### src/rtl/b64d_pkg.sv
// ----------------------------------------------------------------------------
// b64d_pkg
// Shared types, constants and the alphabet lookup of the Base64 stream decoder.
// ----------------------------------------------------------------------------
`default_nettype none

package b64d_pkg;

  // '=' marks padding
  localparam logic [7:0] PAD_CHAR = 8'h3D;

  // entries in the job queue between front and back
  localparam int QDEPTH = 4;
  localparam int QPTR_W = $clog2(QDEPTH);
  localparam int QCNT_W = $clog2(QDEPTH + 1);

  // stop reasons reported on the status result
  typedef enum logic [1:0] {
    STOP_END       = 2'd0,
    STOP_MALFORMED = 2'd1,
    STOP_CAPACITY  = 2'd2
  } stop_t;

  // one unit of work for the back end: up to three bytes, then an optional status
  typedef struct packed {
    logic [23:0] word;
    logic [1:0]  nbytes;
    logic        status;
    logic [15:0] count;
    stop_t       reason;
  } job_t;

  // one result item as it sits in the output register
  typedef struct packed {
    logic [7:0]  out_byte;
    logic        byte_valid;
    logic        done_res;
    logic [15:0] byte_count;
    logic [1:0]  stop_reason;
    logic        last;
  } res_t;

  // alphabet lookup: bit 6 set when the character is in the alphabet
  function automatic logic [6:0] char_code(input logic [7:0] c);
    logic [6:0] r;
    r = 7'd0;
    if (c >= 8'h41 && c <= 8'h5A) begin
      r = {1'b1, 6'(c - 8'h41)};
    end else if (c >= 8'h61 && c <= 8'h7A) begin
      r = {1'b1, 6'(c - 8'h61 + 8'd26)};
    end else if (c >= 8'h30 && c <= 8'h39) begin
      r = {1'b1, 6'(c - 8'h30 + 8'd52)};
    end else if (c == 8'h2B) begin
      r = {1'b1, 6'd62};
    end else if (c == 8'h2F) begin
      r = {1'b1, 6'd63};
    end
    return r;
  endfunction

endpackage

`default_nettype wire

### src/rtl/b64d_front.sv
// ----------------------------------------------------------------------------
// b64d_front
// Accepts characters, collects groups of four, decides each group's outcome
// and keeps the per-string counters. Emits one job per productive item.
// ----------------------------------------------------------------------------
`default_nettype none

module b64d_front
  import b64d_pkg::*;
#(
  parameter int COUNT_WIDTH = 16
) (
  input  wire logic        clk,
  input  wire logic        rst,
  input  wire logic        accept,
  input  wire logic [7:0]  char_in,
  input  wire logic        end_of_string,
  input  wire logic        cfg_wr_en,
  input  wire logic [15:0] cfg_wr_data,
  output logic             enq,
  output job_t             job
);

  // registers
  logic [15:0]            capacity;
  logic [5:0]             slot_value [4];
  logic [3:0]             slot_is_pad;
  logic [1:0]             slot_pos;
  logic [COUNT_WIDTH-1:0] bytes_left;
  logic [COUNT_WIDTH-1:0] bytes_done;
  logic                   halted;
  stop_t                  halt_reason;

  // combinational
  logic [6:0]             code;
  logic                   is_pad;
  logic                   take;
  logic                   group_done;
  logic [5:0]             g_val [4];
  logic [3:0]             g_pad;
  logic                   bad;
  logic [2:0]             trail;
  logic [1:0]             nbytes;
  logic                   cap_fail;
  logic                   emit_ok;
  logic                   halt_grp;
  stop_t                  reason_grp;
  logic [COUNT_WIDTH-1:0] bytes_done_next;
  logic [COUNT_WIDTH-1:0] bytes_left_next;

  // classify the character
  assign code   = char_code(char_in);
  assign is_pad = (char_in == PAD_CHAR);
  assign take   = accept && !end_of_string && !halted && (code[6] || is_pad);
  assign group_done = accept && !halted && (end_of_string || (take && slot_pos == 2'd3));

  // group as it stands after this item: new slot written or tail padded
  always_comb begin
    for (int i = 0; i < 4; i++) begin
      g_val[i] = slot_value[i];
      g_pad[i] = slot_is_pad[i];
      if (end_of_string) begin
        if (2'(i) >= slot_pos) begin
          g_val[i] = 6'd0;
          g_pad[i] = 1'b1;
        end
      end else if (2'(i) == slot_pos) begin
        g_val[i] = is_pad ? 6'd0 : code[5:0];
        g_pad[i] = is_pad;
      end
    end
  end

  // padding analysis: '=' before an alphabet character is malformed
  assign bad = (g_pad[0] && !(g_pad[1] && g_pad[2] && g_pad[3])) ||
               (g_pad[1] && !(g_pad[2] && g_pad[3])) ||
               (g_pad[2] && !g_pad[3]);

  always_comb begin
    priority if (!g_pad[3]) begin
      trail = 3'd0;
    end else if (!g_pad[2]) begin
      trail = 3'd1;
    end else if (!g_pad[1]) begin
      trail = 3'd2;
    end else if (!g_pad[0]) begin
      trail = 3'd3;
    end else begin
      trail = 3'd4;
    end
  end

  assign nbytes   = (trail >= 3'd3) ? 2'd0 : 2'(3'd3 - trail);
  assign cap_fail = bytes_left < COUNT_WIDTH'(nbytes);
  assign emit_ok  = !bad && !cap_fail;
  assign halt_grp = bad || cap_fail || (nbytes != 2'd3);

  always_comb begin
    priority if (bad) begin
      reason_grp = STOP_MALFORMED;
    end else if (cap_fail) begin
      reason_grp = STOP_CAPACITY;
    end else begin
      reason_grp = STOP_END;
    end
  end

  assign bytes_done_next = (group_done && emit_ok) ?
                           bytes_done + COUNT_WIDTH'(nbytes) : bytes_done;

  // remaining allowance: a capacity write reloads it, so does an end item
  always_comb begin
    priority if (cfg_wr_en) begin
      bytes_left_next = COUNT_WIDTH'(cfg_wr_data);
    end else if (accept && end_of_string) begin
      bytes_left_next = COUNT_WIDTH'(capacity);
    end else if (group_done && emit_ok) begin
      bytes_left_next = bytes_left - COUNT_WIDTH'(nbytes);
    end else begin
      bytes_left_next = bytes_left;
    end
  end

  // job for the back end
  always_comb begin
    job.word   = {g_val[0], g_val[1], g_val[2], g_val[3]};
    job.nbytes = (group_done && emit_ok) ? nbytes : 2'd0;
    job.status = accept && end_of_string;
    job.count  = 16'(bytes_done_next);
    job.reason = halted ? halt_reason : reason_grp;
  end

  assign enq = (group_done && emit_ok && nbytes != 2'd0) || (accept && end_of_string);

  // slot payload
  always_ff @(posedge clk) begin
    if (take) begin
      slot_value[slot_pos]  <= is_pad ? 6'd0 : code[5:0];
      slot_is_pad[slot_pos] <= is_pad;
    end
  end

  // control state and counters
  always_ff @(posedge clk) begin
    if (rst) begin
      capacity    <= 16'hFFFF;
      slot_pos    <= 2'd0;
      bytes_left  <= COUNT_WIDTH'(16'hFFFF);
      bytes_done  <= '0;
      halted      <= 1'b0;
      halt_reason <= STOP_END;
    end else begin
      if (accept && end_of_string) begin
        slot_pos    <= 2'd0;
        bytes_done  <= '0;
        halted      <= 1'b0;
        halt_reason <= STOP_END;
      end else if (take) begin
        slot_pos <= slot_pos + 2'd1;
        if (group_done) begin
          bytes_done <= bytes_done_next;
          if (halt_grp) begin
            halted      <= 1'b1;
            halt_reason <= reason_grp;
          end
        end
      end
      bytes_left <= bytes_left_next;
      // capacity register
      if (cfg_wr_en) begin
        capacity <= cfg_wr_data;
      end
    end
  end

`ifndef SYNTH
  // a halt always lands on a group boundary
  a_halt_aligned: assert property (@(posedge clk) disable iff (rst)
    halted |-> slot_pos == 2'd0)
    else $error("front halted with a partial group");

  // every job carries something to emit
  a_job_nonempty: assert property (@(posedge clk) disable iff (rst)
    enq |-> (job.status || job.nbytes != 2'd0))
    else $error("empty job pushed");

  // end item clears the string state
  a_eos_clear: assert property (@(posedge clk) disable iff (rst)
    (accept && end_of_string && !cfg_wr_en) |=>
      (!halted && slot_pos == 2'd0 && bytes_done == '0))
    else $error("string state not cleared after end item");
`endif

endmodule

`default_nettype wire

### src/rtl/b64d_queue.sv
// ----------------------------------------------------------------------------
// b64d_queue
// Short job queue between front and back; head is visible without a request.
// ----------------------------------------------------------------------------
`default_nettype none

module b64d_queue
  import b64d_pkg::*;
(
  input  wire logic clk,
  input  wire logic rst,
  input  wire logic enq,
  input  wire job_t enq_job,
  input  wire logic deq,
  output logic      q_full,
  output logic      q_valid,
  output job_t      head
);

  job_t              mem [QDEPTH];
  logic [QPTR_W-1:0] wr_ptr;
  logic [QPTR_W-1:0] rd_ptr;
  logic [QCNT_W-1:0] count;

  assign q_full  = (count == QCNT_W'(QDEPTH));
  assign q_valid = (count != '0);
  assign head    = mem[rd_ptr];

  // storage
  always_ff @(posedge clk) begin
    if (enq) begin
      mem[wr_ptr] <= enq_job;
    end
  end

  // pointers and fill count
  always_ff @(posedge clk) begin
    if (rst) begin
      wr_ptr <= '0;
      rd_ptr <= '0;
      count  <= '0;
    end else begin
      if (enq) begin
        wr_ptr <= (wr_ptr == QPTR_W'(QDEPTH - 1)) ? '0 : wr_ptr + QPTR_W'(1);
      end
      if (deq) begin
        rd_ptr <= (rd_ptr == QPTR_W'(QDEPTH - 1)) ? '0 : rd_ptr + QPTR_W'(1);
      end
      count <= count + QCNT_W'(enq) - QCNT_W'(deq);
    end
  end

`ifndef SYNTH
  a_no_overflow: assert property (@(posedge clk) disable iff (rst)
    enq |-> (!q_full || deq))
    else $error("job queue overflow");

  a_no_underflow: assert property (@(posedge clk) disable iff (rst)
    deq |-> q_valid)
    else $error("job queue underflow");

  a_count_bound: assert property (@(posedge clk) disable iff (rst)
    count <= QCNT_W'(QDEPTH))
    else $error("job queue count out of range");
`endif

endmodule

`default_nettype wire

### src/rtl/b64d_back.sv
// ----------------------------------------------------------------------------
// b64d_back
// Walks each job to its output register, one result per cycle if popped.
// ----------------------------------------------------------------------------
`default_nettype none

module b64d_back
  import b64d_pkg::*;
(
  input  wire logic clk,
  input  wire logic rst,
  input  wire logic q_valid,
  input  wire job_t head,
  output logic      deq,
  input  wire logic pop,
  output logic      empty,
  output res_t      res
);

  logic [1:0] idx;
  logic       out_valid;
  logic [2:0] total;
  logic       last_res;
  logic       advance;
  logic       pop_ok;
  res_t       res_next;

  assign total    = 3'(head.nbytes) + 3'(head.status);
  assign last_res = ({1'b0, idx} == total - 3'd1);
  assign pop_ok   = pop && out_valid;
  assign advance  = q_valid && (!out_valid || pop);
  assign deq      = advance && last_res;
  assign empty    = !out_valid;

  // build the result at idx: bytes first, then the status
  always_comb begin
    res_next = '0;
    if ({1'b0, idx} < 3'(head.nbytes)) begin
      unique case (idx)
        2'd0:    res_next.out_byte = head.word[23:16];
        2'd1:    res_next.out_byte = head.word[15:8];
        default: res_next.out_byte = head.word[7:0];
      endcase
      res_next.byte_valid = 1'b1;
    end else begin
      res_next.done_res    = 1'b1;
      res_next.byte_count  = head.count;
      res_next.stop_reason = head.reason;
    end
    res_next.last = last_res;
  end

  // output payload
  always_ff @(posedge clk) begin
    if (advance) begin
      res <= res_next;
    end
  end

  // output valid and position within the job
  always_ff @(posedge clk) begin
    if (rst) begin
      idx       <= 2'd0;
      out_valid <= 1'b0;
    end else begin
      if (advance) begin
        out_valid <= 1'b1;
        idx       <= last_res ? 2'd0 : idx + 2'd1;
      end else if (pop_ok) begin
        out_valid <= 1'b0;
      end
    end
  end

`ifndef SYNTH
  // mid-job the head must stay present
  a_mid_job: assert property (@(posedge clk) disable iff (rst)
    idx != 2'd0 |-> q_valid)
    else $error("job vanished mid-walk");

  // position never runs past the job
  a_idx_bound: assert property (@(posedge clk) disable iff (rst)
    q_valid |-> ({1'b0, idx} < total))
    else $error("result index past end of job");

  // a job is only retired on its last result
  a_deq_last: assert property (@(posedge clk) disable iff (rst)
    deq |=> (out_valid && res.last))
    else $error("job retired without last result");
`endif

endmodule

`default_nettype wire

### src/rtl/base64_stream_decoder.sv
// ----------------------------------------------------------------------------
// base64_stream_decoder
// Streaming Base64 decoder: one character per request in, one result per
// request out.
// ----------------------------------------------------------------------------
// Takes one character per cycle whenever full is low. The front decodes a
// group in the cycle its fourth character (or the end item) arrives and drops
// a job into a 4-entry queue; the back drains it at one result per cycle while
// its output is free or popped. Sustained input rate is one character per
// cycle as long as results are popped as fast as they are produced; full rises
// only when four jobs wait. Results pass the queue, then the output register.
// capacity is set via cfg_wr_en/cfg_wr_data; the user must write it only while
// the block is idle, which the block itself does not enforce. A write also
// reloads the remaining byte allowance. No clearing pass after reset.
// ----------------------------------------------------------------------------
`default_nettype none

module base64_stream_decoder
  import b64d_pkg::*;
#(
  parameter int COUNT_WIDTH = 16
) (
  input  wire logic        clk,
  input  wire logic        rst,
  // input queue side
  input  wire logic        push,
  output logic             full,
  input  wire logic [7:0]  char_in,
  input  wire logic        end_of_string,
  // configuration
  input  wire logic        cfg_wr_en,
  input  wire logic [15:0] cfg_wr_data,
  // result queue side
  output logic             empty,
  input  wire logic        pop,
  output logic [7:0]       out_byte,
  output logic             byte_valid,
  output logic             done_res,
  output logic [15:0]      byte_count,
  output logic [1:0]       stop_reason,
  output logic             last
);

  logic accept;
  logic enq;
  job_t enq_job;
  logic deq;
  logic q_full;
  logic q_valid;
  job_t head;
  res_t res;

  assign full   = q_full;
  assign accept = push && !q_full;

  // front: classify, collect, decide
  b64d_front #(
    .COUNT_WIDTH(COUNT_WIDTH)
  ) u_front (
    .clk          (clk),
    .rst          (rst),
    .accept       (accept),
    .char_in      (char_in),
    .end_of_string(end_of_string),
    .cfg_wr_en    (cfg_wr_en),
    .cfg_wr_data  (cfg_wr_data),
    .enq          (enq),
    .job          (enq_job)
  );

  // job queue
  b64d_queue u_queue (
    .clk    (clk),
    .rst    (rst),
    .enq    (enq),
    .enq_job(enq_job),
    .deq    (deq),
    .q_full (q_full),
    .q_valid(q_valid),
    .head   (head)
  );

  // back: expand jobs into results
  b64d_back u_back (
    .clk    (clk),
    .rst    (rst),
    .q_valid(q_valid),
    .head   (head),
    .deq    (deq),
    .pop    (pop),
    .empty  (empty),
    .res    (res)
  );

  assign out_byte    = res.out_byte;
  assign byte_valid  = res.byte_valid;
  assign done_res    = res.done_res;
  assign byte_count  = res.byte_count;
  assign stop_reason = res.stop_reason;
  assign last        = res.last;

endmodule

`default_nettype wire

### config.mk
export PLATFORM = sky130hd
export DESIGN_NAME = base64_stream_decoder
export DESIGN_NICKNAME = d
export VERILOG_FILES = /design/src/rtl/b64d_pkg.sv /design/src/rtl/b64d_front.sv /design/src/rtl/b64d_queue.sv /design/src/rtl/b64d_back.sv /design/src/rtl/base64_stream_decoder.sv
export SDC_FILE = /design/constraint.sdc
export NUM_CORES = 1
export LEC_CHECK = 0
export BUFFER_PORTS_ARGS = -buffer_cell sky130_fd_sc_hd__buf_2
export CORE_MARGIN = 5
export CORE_UTILIZATION = 25
export CTS_CLUSTER_SIZE = 24
export DETAILED_ROUTE_END_ITERATION = 8
export GPL_TIMING_DRIVEN = 0
export SYNTH_ARGS = -nofsm -noshare
export SYNTH_HDL_FRONTEND = slang
export SYNTH_SLANG_ARGS = --single-unit
### constraint.sdc
create_clock -name clk -period 4.5 [get_ports clk]
set_input_delay 0.225 -clock clk [delete_from_list [all_inputs] [get_ports clk]]
set_output_delay 0.225 -clock clk [all_outputs]
set_load 0.01 [all_outputs]
==> out/summary.txt <==
area leader, netlist - edfxtp_1
adder-cell area share of the yosys netlist - 0.0296
switching share of power - 0.270
Pre-antenna DRT Iters - 5
FILL cells - 5,456
syn_nets - 1,067
Max clock buf depth - 3
sequential share of power - 0.447
DR DRC count - 0
crit path max-delay cell type - or3b_4
Final Non-Filler Cells - 1,848
placed cell area - 0.0146 mm2
P per Cell Area - 487 mW/mm2
1st-iter DRT viols - 719
Overall Global Routing Usage - 0.104
Final Hold Vio Count - 0
WHS - 35.1 ps
async set or reset register ratio after synthesis - 0
clock skew - 17.3 ps
part of the power in the clock network - 0.359
clock transition at the registers of the reported paths - 60 ps
full die area - 0.0585 mm2
share of the synthesized area in the top cell type - 0.529
area of the core - 0.0536 mm2
total gr overflow - 0
CP cell instances - buf_4, inv_1, ha_2, nand2b_1, a21o_1, or2_2, o22ai_4, ha_2, fa_1, or3b_4, nor3_4, a21oi_1, nand4b_1, a21oi_1, or2_4, ha_1, fa_1, xnor2_1, nor2_1
Req. time, crit path - 4880 ps
leakage - 5.63 nW
I/O pins - 61
max-slew violations - 0
CP Depth - 19
R2R Setup Slk - 250 ps
syn avg cell area - 13.4 um2
antenna cells - 0
Setup crit start kind - flop
max cap viols - 0
Critical Path Max Stage Delay - 430 ps
Tmin final - 4250 ps
Worst path top cell family by delay - simple AND/OR/NAND/NOR gates
Synth Area in Compound Gates - 0.0795
CTS Sinks - 302
hold path depth - 3
Peak VDD IR - 240 uV
post-synthesis mux area share - 0.0964
status - finished clean
fin crit share - 0.945
CTS tree - yes
Fmax - 235 MHz
hpwl dp - 20,300 um
nets@finish - 1,185
fin area - 0.0161 mm2
Die X - 242 um
Rows - 85
top_reg_cell synth - edfxtp_1
Synth-to-Final Area Change - 19.9%
EDFF count, synth - 237
Distinct cells, synth - 70
Vias/cell - 4.57
Comb pwr share - 0.194
largest net degree at the start of global routing - 32
top cells by count, synth - 237 x edfxtp_1, 76 x nor2_1, 65 x dfxtp_1
Clock Root Buffer - clkbuf_16
CP Data Arrival Time - 4630 ps
synth top area cells - edfxtp_1 53%, dfxtp_1 9.7%, mux4_2 7.5%
Post-Route WL - 31,200 um
GP Congestion - 0.786
CP max FO - 9
kind of critical path - reg2reg
Net Switching - 2.12 mW
max_slew headroom - 0.180
via count - 8,440
initial antenna violation count - 1
Worst Tran Pin Value - 1230 ps
WL/cell - 16.9 um
most common cell in the synthesized netlist - edfxtp_1
placed insts - 1,761
r2r worst-path depth - 19
YS warnings - 0
clk_lat worst skew - 510 ps
post-synthesis xor/xnor area fraction - 0.0287
Seq/Total Area, Yosys - 0.626
Buf/Inv on CP - 2
largest family of logic cells by synthesized area - simple AND/OR/NAND/NOR gates
RSZ-0062 raised after global routing - false
I/O Buffers - 58
setup_tns - 0 ps
Mapped Area - 0.0134 mm2
vias in the first global route - 8,302
Mapped Cells - 1,007
CTS Buf Count - 35
Pint - 5.73 mW
worst hold path class - in2reg
DRT antenna net count - 0
Yosys reg bits - 302
CP Capture Type - flop
share of post-route cells with drive strength above 1 - 0.187
Initial Util - 0.251
final setup vio count - 0
global-route wire length before repair - 49,200 um
DIE HEIGHT - 242 um
H-Tree Depth - 2
Synth Area in Simple Gates - 0.108
==> logic make-up (layout without fill, tap and decap cells) <==
| family | after synthesis | after routing |
|---|---|---|
| mux | 73 | 73 |
| flops | 302 | 302 |
| fa+ha+maj | 30 | 30 |
| compound gates | 169 | 169 |
| xor+xnor | 44 | 44 |
| buf+inv | 106 | 247 |
| simple gates | 283 | 287 |
==> power groups by stage <==
stage	clock network, mW	registers, mW	logic, mW
floorplan	0	3.59	0.938
global placement	0	3.55	1.51
detailed placement	0	3.56	1.53
CTS	2.88	3.52	1.56
global route	3.01	3.55	1.69
finish	2.81	3.51	1.53
==> layer usage <==
| metal | wire (um) | global-route usage | up-vias |
|---|---|---|---|
| met5 | 7 | 0 | - |
| met4 | 538 | 0.0257 | 2 |
| met3 | 1800 | 0.0163 | 44 |
| met2 | 13800 | 0.160 | 237 |
| met1 | 15100 | 0.154 | 4159 |
| li1 | - | - | 3998 |
==> tightest hold or removal path, stage by stage <==
cell,delay [ps]
buf_2,130
a21oi_1,80
o21ai_0,70
==> per-stage QoR <==
stage / power, mW / utilization / setup slack (ps)
6_report: 7.85 / 0.301 / 248
2_1_floorplan: 4.52 / - / 119
3_3_place_gp: 5.07 / 0.273 / -1030
4_1_cts: 7.97 / 0.299 / 12.7
3_5_place_dp: 5.10 / 0.273 / -1080
5_1_grt: 8.25 / 0.301 / 41.5
==> layout by cell type (no fill, tap or decap), types with 5 or more instances in the layout <==
master	n
dlygate4sd3_1	16
edfxtp_1	237
xor2_1	12
and2_1	26
a22oi_1	11
buf_2	65
inv_1	48
nor2b_1	22
a21o_1	7
or3_1	6
and2_4	8
nor2_1	75
o21ai_0	47
nand2b_1	5
clkbuf_16	37
o31ai_1	7
buf_4	9
mux4_2	45
clkbuf_1	39
nor3_1	24
clkbuf_8	5
nand3_1	21
ha_1	25
dfxtp_1	63
a211oi_1	15
buf_1	9
xnor2_1	27
nand4_1	5
mux2i_1	26
nand2_1	61
a21oi_1	45
==> state kept, by name (all words and copies together), names as in the netlist, named ones only <==
signal / count
u_front.halted: 1
u_front.halt_reason: 2
u_back.out_valid: 1
u_queue.count: 3
u_front.slot_pos: 2
u_front.slot_value: 24
u_front.slot_is_pad: 4
u_queue.mem: 180
u_queue.wr_ptr: 2
u_front.bytes_left: 16
u_back.res: 29
u_front.capacity: 16
u_queue.rd_ptr: 2
u_front.bytes_done: 16
u_back.idx: 2
==> final cells by class <==
class	count	area [um2]	share of cell area
plain buffers	53	250	0.0155
flip-flops and latches	302	8420	0.522
well taps	696	871	0.0540
repair buffers	80	508	0.0315
inverters	50	188	0.0116
multi-input cells	603	4740	0.294
clock buffers	53	1040	0.0642
clock inverters	11	123	0.00760
==> final timing paths <==
path                                           start                    to
worst max-delay path             u_front.slot_pos[1]      u_queue.count[2]
worst min-delay path                             rst  u_front.capacity[15]
worst max register to register   u_front.slot_pos[1]      u_queue.count[2]
worst min register to register  u_front.capacity[14]  u_front.capacity[14]
==> timing repair <==
action,4_1_cts,5_1_grt
pin swaps,5,3
gates resized for setup,26,11
hold buffers,16,0
hold endpoints to repair,15,0
endpoints found under the setup margin,288,247
cloned,4,0
buffers inserted,1,5
No activity file was read; power rests on OpenSTA's default activity.
